<file path="config.mk">
export PLATFORM = sky130hd
export DESIGN_NAME = pearson_r_squared_core
export DESIGN_NICKNAME = d
export VERILOG_FILES = /design/src/hdl/pr2_pkg.sv /design/src/hdl/pearson_r_squared_core.sv /design/src/hdl/pr2_mul.sv
export SDC_FILE = /design/constraint.sdc
export NUM_CORES = 2
export LEC_CHECK = 0
export ABC_AREA = 1
export BUFFER_PORTS_ARGS = -buffer_cell sky130_fd_sc_hd__buf_2
export CAP_MARGIN = 20
export CORE_ASPECT_RATIO = 1.4
export CORE_UTILIZATION = 35
export CTS_BUF_LIST = sky130_fd_sc_hd__clkbuf_2 sky130_fd_sc_hd__clkbuf_4 sky130_fd_sc_hd__clkbuf_8
export DETAILED_ROUTE_END_ITERATION = 6
export PLACE_DENSITY_LB_ADDON = 0.12
export SLEW_MARGIN = 40
export SYNTH_ARGS = -nofsm -noshare
export SYNTH_HDL_FRONTEND = slang
export SYNTH_SLANG_ARGS = --single-unit
</file>
<file path="constraint.sdc">
create_clock -name clk -period 12.4 [get_ports clk]
set_input_delay 1.24 -clock clk [delete_from_list [all_inputs] [get_ports clk]]
set_output_delay 1.24 -clock clk [all_outputs]
set_load 0.01 [all_outputs]
</file>
<file path="src/hdl/pr2_pkg.sv">
// Shared types, constants and the micro-op program of the squared-correlation block.
`default_nettype none

package pr2_pkg;

  localparam int MAX_SAMPLES = 4096;
  localparam int SAMPLE_W    = 16;
  localparam int CNT_W       = $clog2(MAX_SAMPLES + 1);
  localparam int SUM1_W      = 29;
  localparam int SUM2_W      = 43;
  localparam int LIMB_W      = 28;
  localparam int PROD_W      = 2 * LIMB_W;
  localparam int MAG_W       = 2 * LIMB_W;
  localparam int OPV_W       = MAG_W + 1;
  localparam int WIDE_W      = 2 * MAG_W;
  localparam int ACC_W       = WIDE_W + 1;
  localparam int Q_W         = 17;
  localparam int STEP_W      = 5;
  localparam int DIV_STEPS   = 17;
  localparam int DIVC_W      = $clog2(DIV_STEPS);

  localparam logic [Q_W-1:0]    ONE_Q16          = Q_W'(65536);
  localparam logic [STEP_W-1:0] STEP_SAMPLE_LAST = STEP_W'(2);
  localparam logic [STEP_W-1:0] STEP_FINAL_FIRST = STEP_W'(3);
  localparam logic [STEP_W-1:0] STEP_VY          = STEP_W'(11);
  localparam logic [STEP_W-1:0] STEP_LAST        = STEP_W'(19);

  typedef struct packed {
    logic signed [SAMPLE_W-1:0] x_value;
    logic signed [SAMPLE_W-1:0] y_value;
    logic                       last;
  } pr2_in_t;

  typedef struct packed {
    logic [Q_W-1:0] r_squared;
    logic           constant_series;
    logic           too_many;
  } pr2_out_t;

  typedef enum logic [3:0] {
    SRC_X, SRC_Y, SRC_N, SRC_SX, SRC_SY, SRC_SXY, SRC_SXX, SRC_SYY,
    SRC_COV, SRC_VX, SRC_VY
  } src_t;

  typedef enum logic [3:0] {
    DST_ACC, DST_SXY, DST_SXX, DST_SYY, DST_COV, DST_VX, DST_VY, DST_NUM, DST_DEN
  } dst_t;

  typedef enum logic [1:0] {
    SH_0, SH_1, SH_2
  } shift_t;

  typedef struct packed {
    src_t   src_a;
    logic   limb_a;
    src_t   src_b;
    logic   limb_b;
    shift_t shift;
    logic   neg;
    dst_t   dst;
  } upop_t;

  typedef struct packed {
    logic              en;
    logic [LIMB_W-1:0] a;
    logic [LIMB_W-1:0] b;
    shift_t            shift;
    logic              neg;
  } mul_req_t;

  function automatic upop_t mk(src_t sa, logic la, src_t sb, logic lb, shift_t sh,
                               logic ng, dst_t d);
    upop_t o;
    o.src_a  = sa;
    o.limb_a = la;
    o.src_b  = sb;
    o.limb_b = lb;
    o.shift  = sh;
    o.neg    = ng;
    o.dst    = d;
    return o;
  endfunction

  // Program: three per-sample products, then cov, vx, vy, cov^2 and vx*vy.
  function automatic upop_t pr2_upop(logic [STEP_W-1:0] step);
    upop_t o;
    unique case (step)
      5'd0:    o = mk(SRC_X,   1'b0, SRC_Y,   1'b0, SH_0, 1'b0, DST_SXY);
      5'd1:    o = mk(SRC_X,   1'b0, SRC_X,   1'b0, SH_0, 1'b0, DST_SXX);
      5'd2:    o = mk(SRC_Y,   1'b0, SRC_Y,   1'b0, SH_0, 1'b0, DST_SYY);
      5'd3:    o = mk(SRC_N,   1'b0, SRC_SXY, 1'b0, SH_0, 1'b0, DST_ACC);
      5'd4:    o = mk(SRC_N,   1'b0, SRC_SXY, 1'b1, SH_1, 1'b0, DST_ACC);
      5'd5:    o = mk(SRC_SX,  1'b0, SRC_SY,  1'b0, SH_0, 1'b1, DST_COV);
      5'd6:    o = mk(SRC_N,   1'b0, SRC_SXX, 1'b0, SH_0, 1'b0, DST_ACC);
      5'd7:    o = mk(SRC_N,   1'b0, SRC_SXX, 1'b1, SH_1, 1'b0, DST_ACC);
      5'd8:    o = mk(SRC_SX,  1'b0, SRC_SX,  1'b0, SH_0, 1'b1, DST_VX);
      5'd9:    o = mk(SRC_N,   1'b0, SRC_SYY, 1'b0, SH_0, 1'b0, DST_ACC);
      5'd10:   o = mk(SRC_N,   1'b0, SRC_SYY, 1'b1, SH_1, 1'b0, DST_ACC);
      5'd11:   o = mk(SRC_SY,  1'b0, SRC_SY,  1'b0, SH_0, 1'b1, DST_VY);
      5'd12:   o = mk(SRC_COV, 1'b0, SRC_COV, 1'b0, SH_0, 1'b0, DST_ACC);
      5'd13:   o = mk(SRC_COV, 1'b0, SRC_COV, 1'b1, SH_1, 1'b0, DST_ACC);
      5'd14:   o = mk(SRC_COV, 1'b1, SRC_COV, 1'b0, SH_1, 1'b0, DST_ACC);
      5'd15:   o = mk(SRC_COV, 1'b1, SRC_COV, 1'b1, SH_2, 1'b0, DST_NUM);
      5'd16:   o = mk(SRC_VX,  1'b0, SRC_VY,  1'b0, SH_0, 1'b0, DST_ACC);
      5'd17:   o = mk(SRC_VX,  1'b0, SRC_VY,  1'b1, SH_1, 1'b0, DST_ACC);
      5'd18:   o = mk(SRC_VX,  1'b1, SRC_VY,  1'b0, SH_1, 1'b0, DST_ACC);
      5'd19:   o = mk(SRC_VX,  1'b1, SRC_VY,  1'b1, SH_2, 1'b0, DST_DEN);
      default: o = mk(SRC_N,   1'b0, SRC_N,   1'b0, SH_0, 1'b0, DST_ACC);
    endcase
    return o;
  endfunction

endpackage

`default_nettype wire

</file>
<file path="src/hdl/pearson_r_squared_core.sv">
// Top level: squared Pearson correlation of paired samples, one shared multiplier and adder.
//
//  channel | ports                     | transfer
//  --------+---------------------------+-------------------------------------------
//  input   | start, busy, in_data      | edge with start high and busy low
//  result  | out_valid, out_data       | edge ending the single cycle out_valid is high
//
// Sequence: a kept, non-last pair takes its transfer plus three multiply/add pairs of the
// shared limb multiplier. A last pair adds seventeen multiply/add micro-ops, seventeen steps
// of restoring division on the shared 113-bit adder and the result; when a series
// is constant it stops after the vy micro-op and goes to the result. A pair beyond the
// sample limit is dropped in its transfer cycle. Reset is synchronous and clears all sums
// and control. The receiver cannot stall; the result is shown for one cycle only.
`default_nettype none

module pearson_r_squared_core import pr2_pkg::*; (
  input  logic     clk,
  input  logic     rst_n,
  input  logic     start,
  output logic     busy,
  input  pr2_in_t  in_data,
  output logic     out_valid,
  output pr2_out_t out_data
);

  typedef enum logic [4:0] {
    ST_IDLE = 5'b00001,
    ST_MUL  = 5'b00010,
    ST_ADD  = 5'b00100,
    ST_DIV  = 5'b01000,
    ST_OUT  = 5'b10000
  } state_t;

  state_t state_r, state_nxt;
  logic [STEP_W-1:0] step_r, step_nxt;
  logic [DIVC_W-1:0] divc_r, divc_nxt;
  logic              last_r, last_nxt;
  logic              ovf_r, ovf_nxt;
  logic              flat_r, flat_nxt;

  logic [CNT_W-1:0]           cnt_r, cnt_nxt;
  logic signed [SUM1_W-1:0]   sx_r, sx_nxt, sy_r, sy_nxt;
  logic signed [SUM2_W-1:0]   sxy_r, sxy_nxt, sxx_r, sxx_nxt, syy_r, syy_nxt;
  logic signed [SAMPLE_W-1:0] x_r, x_nxt, y_r, y_nxt;
  logic signed [ACC_W-1:0]    acc_r, acc_nxt;
  logic [MAG_W-1:0]           cov_r, cov_nxt, vx_r, vx_nxt, vy_r, vy_nxt;
  logic [WIDE_W-1:0]          rem_r, rem_nxt, den_r, den_nxt;
  logic [Q_W-1:0]             q_r, q_nxt;

  upop_t                   op;
  mul_req_t                mreq;
  logic signed [ACC_W-1:0] term_r;
  logic signed [OPV_W-1:0] val_a, val_b, abs_a, abs_b;
  logic [ACC_W-1:0]        add_a, add_b, add_sum;
  logic                    add_sub;
  logic signed [ACC_W-1:0] sum_abs;
  logic                    accept, div_ok;

  function automatic logic signed [OPV_W-1:0] pick(src_t s);
    logic signed [OPV_W-1:0] v;
    unique case (s)
      SRC_X:   v = OPV_W'(x_r);
      SRC_Y:   v = OPV_W'(y_r);
      SRC_N:   v = $signed({{(OPV_W-CNT_W){1'b0}}, cnt_r});
      SRC_SX:  v = OPV_W'(sx_r);
      SRC_SY:  v = OPV_W'(sy_r);
      SRC_SXY: v = OPV_W'(sxy_r);
      SRC_SXX: v = OPV_W'(sxx_r);
      SRC_SYY: v = OPV_W'(syy_r);
      SRC_COV: v = $signed({1'b0, cov_r});
      SRC_VX:  v = $signed({1'b0, vx_r});
      SRC_VY:  v = $signed({1'b0, vy_r});
      default: v = '0;
    endcase
    return v;
  endfunction

  assign accept = start && !busy;
  assign busy   = (state_r != ST_IDLE);
  assign op     = pr2_upop(step_r);

  // operand fetch: signed operands go in as magnitude limbs, sign folds into neg
  always_comb begin
    val_a      = pick(op.src_a);
    val_b      = pick(op.src_b);
    abs_a      = val_a[OPV_W-1] ? -val_a : val_a;
    abs_b      = val_b[OPV_W-1] ? -val_b : val_b;
    mreq.en    = (state_r == ST_MUL);
    mreq.a     = op.limb_a ? abs_a[MAG_W-1:LIMB_W] : abs_a[LIMB_W-1:0];
    mreq.b     = op.limb_b ? abs_b[MAG_W-1:LIMB_W] : abs_b[LIMB_W-1:0];
    mreq.shift = op.shift;
    mreq.neg   = op.neg ^ val_a[OPV_W-1] ^ val_b[OPV_W-1];
  end

  pr2_mul u_mul (
    .clk    (clk),
    .req    (mreq),
    .term_r (term_r)
  );

  // shared adder: accumulate in the add phase, trial subtract in division
  always_comb begin
    if (state_r == ST_DIV) begin
      add_a   = (divc_r == '0) ? {1'b0, rem_r} : {rem_r, 1'b0};
      add_b   = {1'b0, den_r};
      add_sub = 1'b1;
    end else begin
      unique case (op.dst)
        DST_SXY: add_a = ACC_W'(sxy_r);
        DST_SXX: add_a = ACC_W'(sxx_r);
        DST_SYY: add_a = ACC_W'(syy_r);
        default: add_a = acc_r;
      endcase
      add_b   = term_r;
      add_sub = 1'b0;
    end
    add_sum = add_a + (add_sub ? ~add_b : add_b) + ACC_W'(add_sub);
    sum_abs = add_sum[ACC_W-1] ? -$signed(add_sum) : $signed(add_sum);
    div_ok  = !add_sum[ACC_W-1];
  end

  always_comb begin
    state_nxt = state_r;
    step_nxt  = step_r;
    divc_nxt  = divc_r;
    last_nxt  = last_r;
    ovf_nxt   = ovf_r;
    flat_nxt  = flat_r;
    cnt_nxt   = cnt_r;
    sx_nxt    = sx_r;
    sy_nxt    = sy_r;
    sxy_nxt   = sxy_r;
    sxx_nxt   = sxx_r;
    syy_nxt   = syy_r;
    x_nxt     = x_r;
    y_nxt     = y_r;
    acc_nxt   = acc_r;
    cov_nxt   = cov_r;
    vx_nxt    = vx_r;
    vy_nxt    = vy_r;
    rem_nxt   = rem_r;
    den_nxt   = den_r;
    q_nxt     = q_r;

    unique case (state_r)
      ST_IDLE: begin
        if (accept) begin
          last_nxt = in_data.last;
          x_nxt    = in_data.x_value;
          y_nxt    = in_data.y_value;
          if (cnt_r < CNT_W'(MAX_SAMPLES)) begin
            cnt_nxt   = cnt_r + CNT_W'(1);
            sx_nxt    = sx_r + SUM1_W'(in_data.x_value);
            sy_nxt    = sy_r + SUM1_W'(in_data.y_value);
            step_nxt  = '0;
            state_nxt = ST_MUL;
          end else begin
            // drop the pair, remember the overflow
            ovf_nxt = 1'b1;
            if (in_data.last) begin
              step_nxt  = STEP_FINAL_FIRST;
              state_nxt = ST_MUL;
            end
          end
        end
      end

      ST_MUL: begin
        state_nxt = ST_ADD;
      end

      ST_ADD: begin
        unique case (op.dst)
          DST_SXY: sxy_nxt = add_sum[SUM2_W-1:0];
          DST_SXX: sxx_nxt = add_sum[SUM2_W-1:0];
          DST_SYY: syy_nxt = add_sum[SUM2_W-1:0];
          DST_ACC: acc_nxt = $signed(add_sum);
          DST_COV: begin
            cov_nxt = sum_abs[MAG_W-1:0];
            acc_nxt = '0;
          end
          DST_VX: begin
            vx_nxt  = add_sum[MAG_W-1:0];
            acc_nxt = '0;
          end
          DST_VY: begin
            vy_nxt  = add_sum[MAG_W-1:0];
            acc_nxt = '0;
          end
          DST_NUM: begin
            rem_nxt = add_sum[WIDE_W-1:0];
            acc_nxt = '0;
          end
          DST_DEN: begin
            den_nxt = add_sum[WIDE_W-1:0];
            acc_nxt = '0;
          end
          default: acc_nxt = acc_r;
        endcase

        priority if (step_r == STEP_SAMPLE_LAST && !last_r) begin
          state_nxt = ST_IDLE;
        end else if (step_r == STEP_VY &&
                     (vx_r == '0 || add_sum[MAG_W-1:0] == '0)) begin
          // a constant series: skip the quotient
          flat_nxt  = 1'b1;
          state_nxt = ST_OUT;
        end else if (step_r == STEP_LAST) begin
          divc_nxt  = '0;
          state_nxt = ST_DIV;
        end else begin
          step_nxt  = step_r + STEP_W'(1);
          state_nxt = ST_MUL;
        end
      end

      ST_DIV: begin
        rem_nxt = div_ok ? add_sum[WIDE_W-1:0] : add_a[WIDE_W-1:0];
        q_nxt   = (divc_r == '0) ? Q_W'(div_ok) : {q_r[Q_W-2:0], div_ok};
        if (divc_r == DIVC_W'(DIV_STEPS - 1)) begin
          state_nxt = ST_OUT;
        end else begin
          divc_nxt = divc_r + DIVC_W'(1);
        end
      end

      ST_OUT: begin
        // clear the set for the next series
        cnt_nxt   = '0;
        sx_nxt    = '0;
        sy_nxt    = '0;
        sxy_nxt   = '0;
        sxx_nxt   = '0;
        syy_nxt   = '0;
        acc_nxt   = '0;
        ovf_nxt   = 1'b0;
        flat_nxt  = 1'b0;
        state_nxt = ST_IDLE;
      end

      default: state_nxt = ST_IDLE;
    endcase
  end

  always_ff @(posedge clk) begin
    if (!rst_n) begin
      state_r <= ST_IDLE;
      step_r  <= '0;
      divc_r  <= '0;
      last_r  <= 1'b0;
      ovf_r   <= 1'b0;
      flat_r  <= 1'b0;
      cnt_r   <= '0;
      sx_r    <= '0;
      sy_r    <= '0;
      sxy_r   <= '0;
      sxx_r   <= '0;
      syy_r   <= '0;
      acc_r   <= '0;
    end else begin
      state_r <= state_nxt;
      step_r  <= step_nxt;
      divc_r  <= divc_nxt;
      last_r  <= last_nxt;
      ovf_r   <= ovf_nxt;
      flat_r  <= flat_nxt;
      cnt_r   <= cnt_nxt;
      sx_r    <= sx_nxt;
      sy_r    <= sy_nxt;
      sxy_r   <= sxy_nxt;
      sxx_r   <= sxx_nxt;
      syy_r   <= syy_nxt;
      acc_r   <= acc_nxt;
    end
  end

  // payload: no reset needed
  always_ff @(posedge clk) begin
    x_r   <= x_nxt;
    y_r   <= y_nxt;
    cov_r <= cov_nxt;
    vx_r  <= vx_nxt;
    vy_r  <= vy_nxt;
    rem_r <= rem_nxt;
    den_r <= den_nxt;
    q_r   <= q_nxt;
  end

  // drive the result for the single output cycle; clamp the quotient at one
  assign out_valid = (state_r == ST_OUT);
  always_comb begin
    if (flat_r) begin
      out_data.r_squared = '0;
    end else if (q_r > ONE_Q16) begin
      out_data.r_squared = ONE_Q16;
    end else begin
      out_data.r_squared = q_r;
    end
    out_data.constant_series = flat_r;
    out_data.too_many        = ovf_r;
  end

endmodule

`default_nettype wire

</file>
<file path="src/hdl/pr2_mul.sv">
// Shared limb multiplier: registers a shifted, optionally negated 28x28 product.
`default_nettype none

module pr2_mul import pr2_pkg::*; (
  input  logic                    clk,
  input  mul_req_t                req,
  output logic signed [ACC_W-1:0] term_r
);

  logic [PROD_W-1:0]       prod;
  logic [ACC_W-1:0]        shifted;
  logic signed [ACC_W-1:0] term_nxt;

  always_comb begin
    prod = req.a * req.b;
    unique case (req.shift)
      SH_0:    shifted = ACC_W'(prod);
      SH_1:    shifted = ACC_W'(prod) << LIMB_W;
      SH_2:    shifted = ACC_W'(prod) << (2 * LIMB_W);
      default: shifted = '0;
    endcase
    term_nxt = req.neg ? -$signed(shifted) : $signed(shifted);
  end

  // hold the term until the next product is issued
  always_ff @(posedge clk) begin
    if (req.en) begin
      term_r <= term_nxt;
    end
  end

endmodule

`default_nettype wire

</file>
* Yosys cells after proc, flatten, opt, wreduce, memory -nomap -nowiden
Memories as Yosys holds them, arrays and structs flattened. A register that Yosys moved wholly into a read port is not among the register bits. Index checks and enable logic that the tools add are counted.
Word-level totals: flip-flop bits (word level) 885, ROM bits 544, input bits 36, output and inout bits 21, word-level logic and storage cells 197, memories kept 1
Memories:
- (name not given) | depth 32, width 17, rd ports 1, clocked after memory_dff 1, write ports 0, line pr2_pkg.sv:87 | unique case (step)
Cells by class: $add $sub $neg 11, multiply operators 1, $lt $le $gt $ge 2, equal/unequal tests 56, muxes and demuxes 65, bitwise logic cells 3, reductions and logical operators 35
Operators with widths (number):
- case mux 57 bit (11 select lines) | 2
- two-way mux 113 bit | 5
- case mux 113 bit (2 select lines) | 2
- case mux 113 bit (3 select lines) | 1
- case mux 112 bit (3 select lines) | 1
- case mux 43 bit (2 select lines) | 3
- two-way mux 112 bit | 2
- case mux 112 bit (2 select lines) | 1
- two-way mux 56 bit | 3
- negation 56 bit | 3
- two-way mux 43 bit | 3
- two-way mux 29 bit | 4
- case mux 29 bit (2 select lines) | 2
- adder 113 x 1 -> 113 bit | 1
- adder 113 bit | 1
- negation 112 -> 113 bit | 1
- inverter 113 bit | 1
- logical NOT 56 bit | 2
- two-way mux 5 bit | 18
- adder 29 x 16 -> 29 bit | 2
- multiplier 28 x 28 -> 56 bit | 1
- two-way mux 28 bit | 2
- equality test 4 x 3 -> 1 bit (second input constant) | 12
- two-way mux 17 bit | 2
- 39 further kinds | 98

* Longest topological paths before layout
depth after elaboration 14, depth in mapped cells 69

* By module
From an unflattened synthesis, not the netlist that was laid out.
Second synthesis, totals: cell total of the unflattened synthesis 12523, area, all modules 89544.6 um^2
Modules (own cells, without submodules):
- pearson_r_squared_core | instances 1, cells an instance 7259, area an instance 52441.5 um^2
- pr2_mul | instances 1, cells an instance 5264, area an instance 37103.1 um^2

* Worst setup path after synthesis
No wires, ideal clock.
path type reg2reg, start reg, netlist name op[11], end reg u_mul.term_r[85] (data pin), library setup time 0.257 ns, arrival 9.911 ns, data required time 12.143 ns, slack 2.232 ns, cell stages (with the launch flop) 68, buffers on the path 2, clock period less this slack 10.168 ns, path through dfxtp_1 > inv_1 > nor2_1 > nand2_2 > inv_1 > buf_2 > a221oi_1 > nand2_1 > nor2_1 > ha_1 > inv_1 > nor2_2 > nand2_1 > nor2_4 > inv_2 > nor3_4 > nand3_1 > inv_2 > [... 32 more ...] > nand3_1 > a21oi_1 > o21ai_0 > nand2_1 > nand2_1 > nand2_1 > nand3_1 > o21ai_0 > nor2_1 > nand2_1 > nor2_1 > nand2_1 > nor2_1 > nand3_1 > nand2_1 > o21ai_0 > nand2_1 > nand2_1
Between the ends: word-level cells in the longest chain between the ends 9, elaborated cells between the ends (all ways) 20
Ends and longest elaborated chain:
- equality test 4 bit, or another cell as far along | line pearson_r_squared_core.sv:61 | unique case (s)
- case mux 57 bit (11 select lines) (*) | line pearson_r_squared_core.sv:61
- negation 56 bit | line pearson_r_squared_core.sv:87 | abs_b = val_b[OPV_W-1] ? -val_b : val_b;
- two-way mux 56 bit | line pearson_r_squared_core.sv:87
- two-way mux 28 bit | line pearson_r_squared_core.sv:90 | mreq.b = op.limb_b ? abs_b[MAG_W-1:LIMB_W] : abs_b[LIMB_W-1:0];
- multiplier 28 x 28 -> 56 bit | line pr2_mul.sv:15 | prod = req.a * req.b;
- case mux 112 bit (3 select lines) | line pr2_mul.sv:16 | unique case (req.shift)
- negation 112 -> 113 bit | line pr2_mul.sv:22 | term_nxt = req.neg ? -$signed(shifted) : $signed(shifted);
- two-way mux 113 bit (*) | line pr2_mul.sv:22
- net u_mul.term_nxt[85] | line pr2_mul.sv:12 | logic signed [ACC_W-1:0] term_nxt;
- end signal: assignment | line pr2_mul.sv:28 | term_r <= term_nxt;
- end: declaration | line pr2_mul.sv:7 | output logic signed [ACC_W-1:0] term_r
Mark *: on every way through the listed nets, which the timed path passes. The rest lies on a longest branch. A chain may end at the register's enable or synchronous reset.

* Worst setup path after layout
start reg, netlist name op[11], end reg u_mul.term_r[98] (data pin)
Between the ends: word-level cells in the longest chain between the ends 9, elaborated cells between the ends (all ways) 20
Ends and longest elaborated chain (line):
- equality test 4 bit, or another cell as far along | pearson_r_squared_core.sv:61
- case mux 57 bit (11 select lines) (*) | pearson_r_squared_core.sv:61
- negation 56 bit | pearson_r_squared_core.sv:87
- two-way mux 56 bit | pearson_r_squared_core.sv:87
- two-way mux 28 bit | pearson_r_squared_core.sv:90
- multiplier 28 x 28 -> 56 bit | pr2_mul.sv:15
- case mux 112 bit (3 select lines) | pr2_mul.sv:16
- negation 112 -> 113 bit | pr2_mul.sv:22
- two-way mux 113 bit (*) | pr2_mul.sv:22
- net u_mul.term_nxt[98] | pr2_mul.sv:12
Marked as above.

==> impl_metrics.json <==
{
  "outcome": "complete, but fails checks",
  "violated_checks": "design-rule violations",
  "number_of_antenna_violations_at_the_first_check_in_global_routing": 18,
  "worst_skew_pair.late_latency_ns": 0.98,
  "syn_avg_cell_area_sq_um": 7.34,
  "routed-via-count": 85600,
  "buffer_ports.inserted": 56,
  "synth-edff-count": 554,
  "hold_viol_final": 0,
  "synth.area.top_cells": "edfxtp_1, fa_1, nand2_1",
  "gp_congestion": 1.01,
  "rsz0062_at_grt": "true",
  "chipWidth_um": 422,
  "netlist_instances": 11800,
  "place_worst_setup_slack_ns": -0.343,
  "track_usage_pct": 31.9,
  "grt_start_max_net_pins": 135,
  "finalMaxSlewViolations": 0,
  "finalNetCount": 13700,
  "worst_pin_slew_ns": 0.979,
  "critical_path_startpoint_category": "flip-flop",
  "post_synth_cell_types": 70,
  "grt_first_pass_wirelength_um": 582000,
  "flow.area_growth_from_synthesis_pct": 17.7,
  "htree_levels": 4,
  "ant_nets": 0,
  "commonest_non_fill_non_tap_cell_in_the_layout": "nand2_1",
  "grt_remaining_overflow": 0,
  "cts_tree": "done",
  "cts_buffers": 162,
  "postLayoutCoreUtil_pct": 41.5,
  "synth.cell_area_sq_um": 86400,
  "routed_wl_um": 406000,
  "buffer_depth_of_the_longest_clock_path": 4,
  "timing.critical_path.fanout_max": 10,
  "slew_headroom_pct": 34.7,
  "floorplan.rows": 215,
  "grt_pass1_vias": 86000,
  "fin_cells": 16000,
  "seq_area_frac_synth_pct": 27.3,
  "die-height_um": 590,
  "achievable-frequency_mhz": 83.5,
  "synth_ff_type": "edfxtp_1",
  "critPathMostFrequentCell": "nand2_1",
  "floorplan.initialDensity_pct": 35.2,
  "end_kind": "flip-flop",
  "layout_common_cells": "nand2_1, inv_1, nor2_1",
  "slowest_stage": "fa_1",
  "final_period_demand_of_the_worst_path_ns": 11.97,
  "clock-skew-final_ns": 0.136,
  "delay_of_the_slowest_cell_on_the_worst_path_ns": 0.57,
  "clk_transition_reported_paths_ns": 0.08,
  "place_hpwl_um": 328000,
  "min-delay-path-class": "reg -> reg",
  "place_inst": 15600,
  "floorplan.core_area_sq_um": 245000,
  "number_of_detailed_route_iterations_in_the_first_pass": 7,
  "cp_data_arrival_time_ns": 12.65,
  "root_buffer": "clkbuf_8",
  "drt-vias-per-instance": 5.36,
  "route.detailed.wl_per_inst_um": 25.5,
  "postCtsHoldBufs": 0,
  "die-area_sq_um": 249000,
  "timing.final.ws_setup_ns": 0.427,
  "worstSetupPathType": "reg -> reg",
  "synth.yosys.warnings": 0,
  "synth_area_leader_cell": "edfxtp_1",
  "synth.net_count": 12900,
  "min_period_over_period_pct": 96.6,
  "timing.critical_path.required_ns": 13.08,
  "drive_above_1_share_pct": 14.0,
  "setup-violations-final": 0,
  "detail_route.iter0.violations": 7138,
  "async_flop_share_pct": 0,
  "io_pins": 57,
  "ffs_latches_synth": 901,
  "drt_drc_violations_left": 1,
  "portion_of_synthesized_cell_area_occupied_by_the_leading_cell_type_pct": 19.3,
  "clkSinkCount": 901,
  "cap_viol_max_count": 0
}
-- timing repair --
action | CTS | global route
hold endpoints to repair | 0 | 0
endpoints found under the setup margin | 7 | 81
resized for setup | 6 | 157
buffers inserted | 0 | 30
gates cloned | 0 | 1
pin swaps | 0 | 35
-- through the flow --
step / cell area, sq um / hold WS, ns / setup TNS, ns
6_report: 102000 / 0.419 / 0
5_1_grt: 102000 / 0.450 / -0.306
4_1_cts: 101000 / 0.433 / -0.0485
3_5_place_dp: 97300 / 0.455 / -0.449
3_3_place_gp: 97200 / 0.446 / -4.02
2_1_floorplan: 86400 / 0.438 / 0
-- flip-flops by register name, summed over array words and instances (netlist names), 5 cells and up --
name and count:
acc_r 113, cnt_r 13, cov_r 56, den_r 112, divc_r 5, op 16, q_r 17, rem_r 112
state_r 5, step_r 5, sx_r 29, sxx_r 43, sxy_r 43, sy_r 29, syy_r 43, u_mul.term_r 113
vx_r 56, vy_r 56, x_r 16, y_r 16
-- cells in the mapped netlist, drive strengths merged, types with 5 or more instances --
library cell / number
nor2: 1257
dfxtp: 347
a21oi: 840
and2: 5
o21ai: 778
o211ai: 87
o2111ai: 27
o21bai: 12
nor3: 108
and3: 6
xor2: 177
ha: 390
clkbuf: 318
a211oi: 12
buf: 142
or2: 101
a22o: 9
o221ai: 23
o21a: 42
a21o: 15
o31ai: 16
nor3b: 7
o22ai: 198
a21boi: 19
a31oi: 64
nand4: 115
fa: 677
nand3b: 29
xnor2: 75
nand2: 2747
edfxtp: 554
nor4: 71
nand3: 367
a221oi: 78
clkinv: 18
inv: 2022
-- per-layer routing --
layer / part of all wire, % / wire (um) / track usage, % / vias up
met1: 36 / 148000 / 35.5 / 41700
met2: 50 / 201000 / 56.4 / 3285
li1: - / - / - / 39600
met3: 5.5 / 22400 / 3.90 / 1049
met5: 0.017 / 71 / 0 / -
met4: 8.5 / 34700 / 22.9 / 8
-- layout make-up --
class                      count  area [sq um]
clock buffer                 225          2790
antenna                        5          12.5
timing repair buffer        1111          8890
inverter                    2040          7710
sequential                   901         23600
multi-input combinational   8368         54000
tap                         3255          4070
fill                       25800        143000
clock inverter                62           681
-- worst paths after layout --
check,start,to,slack (ns),depth (start not counted)
worst max-delay path,op[11]$_DFF_P_,u_mul.term_r[98]$_DFFE_PP_,0.43,57
worst min-delay path,cnt_r[11]$_SDFFE_PN0P_,cnt_r[12]$_SDFFE_PN0P_,0.42,2
worst max register to register,op[11]$_DFF_P_,u_mul.term_r[98]$_DFFE_PP_,0.43,57
worst min register to register,cnt_r[11]$_SDFFE_PN0P_,cnt_r[12]$_SDFFE_PN0P_,0.42,2
-- worst max-delay path, delay by kind of cell, from the launching register on --
| family | cells | cell delay (ns) |
|---|---|---|
| AO/OA/AOI/OAI | 6 | 1.46 |
| XOR/XNOR | 1 | 0.10 |
| adder cells (fa/ha/maj) | 8 | 3.95 |
| buffers and inverters | 16 | 1.79 |
| flip-flops | 1 | 0.42 |
| AND/OR/NAND/NOR | 26 | 3.92 |
-- logic make-up after synthesis --
logic type | count (synthesis) | synth area share (%)
AOI/OAI and AO/OA | 2232 | 14.6
xor gates and xnor gates | 252 | 2.56
adders and majority gates | 1067 | 21.3
buffers and inverters | 2500 | 11.1
DFF | 901 | 27.3
and+or+nand+nor | 4817 | 23.1
Power is not shown: default switching activity piles up to over one toggle a cycle in this logic, so the estimate is an artifact.
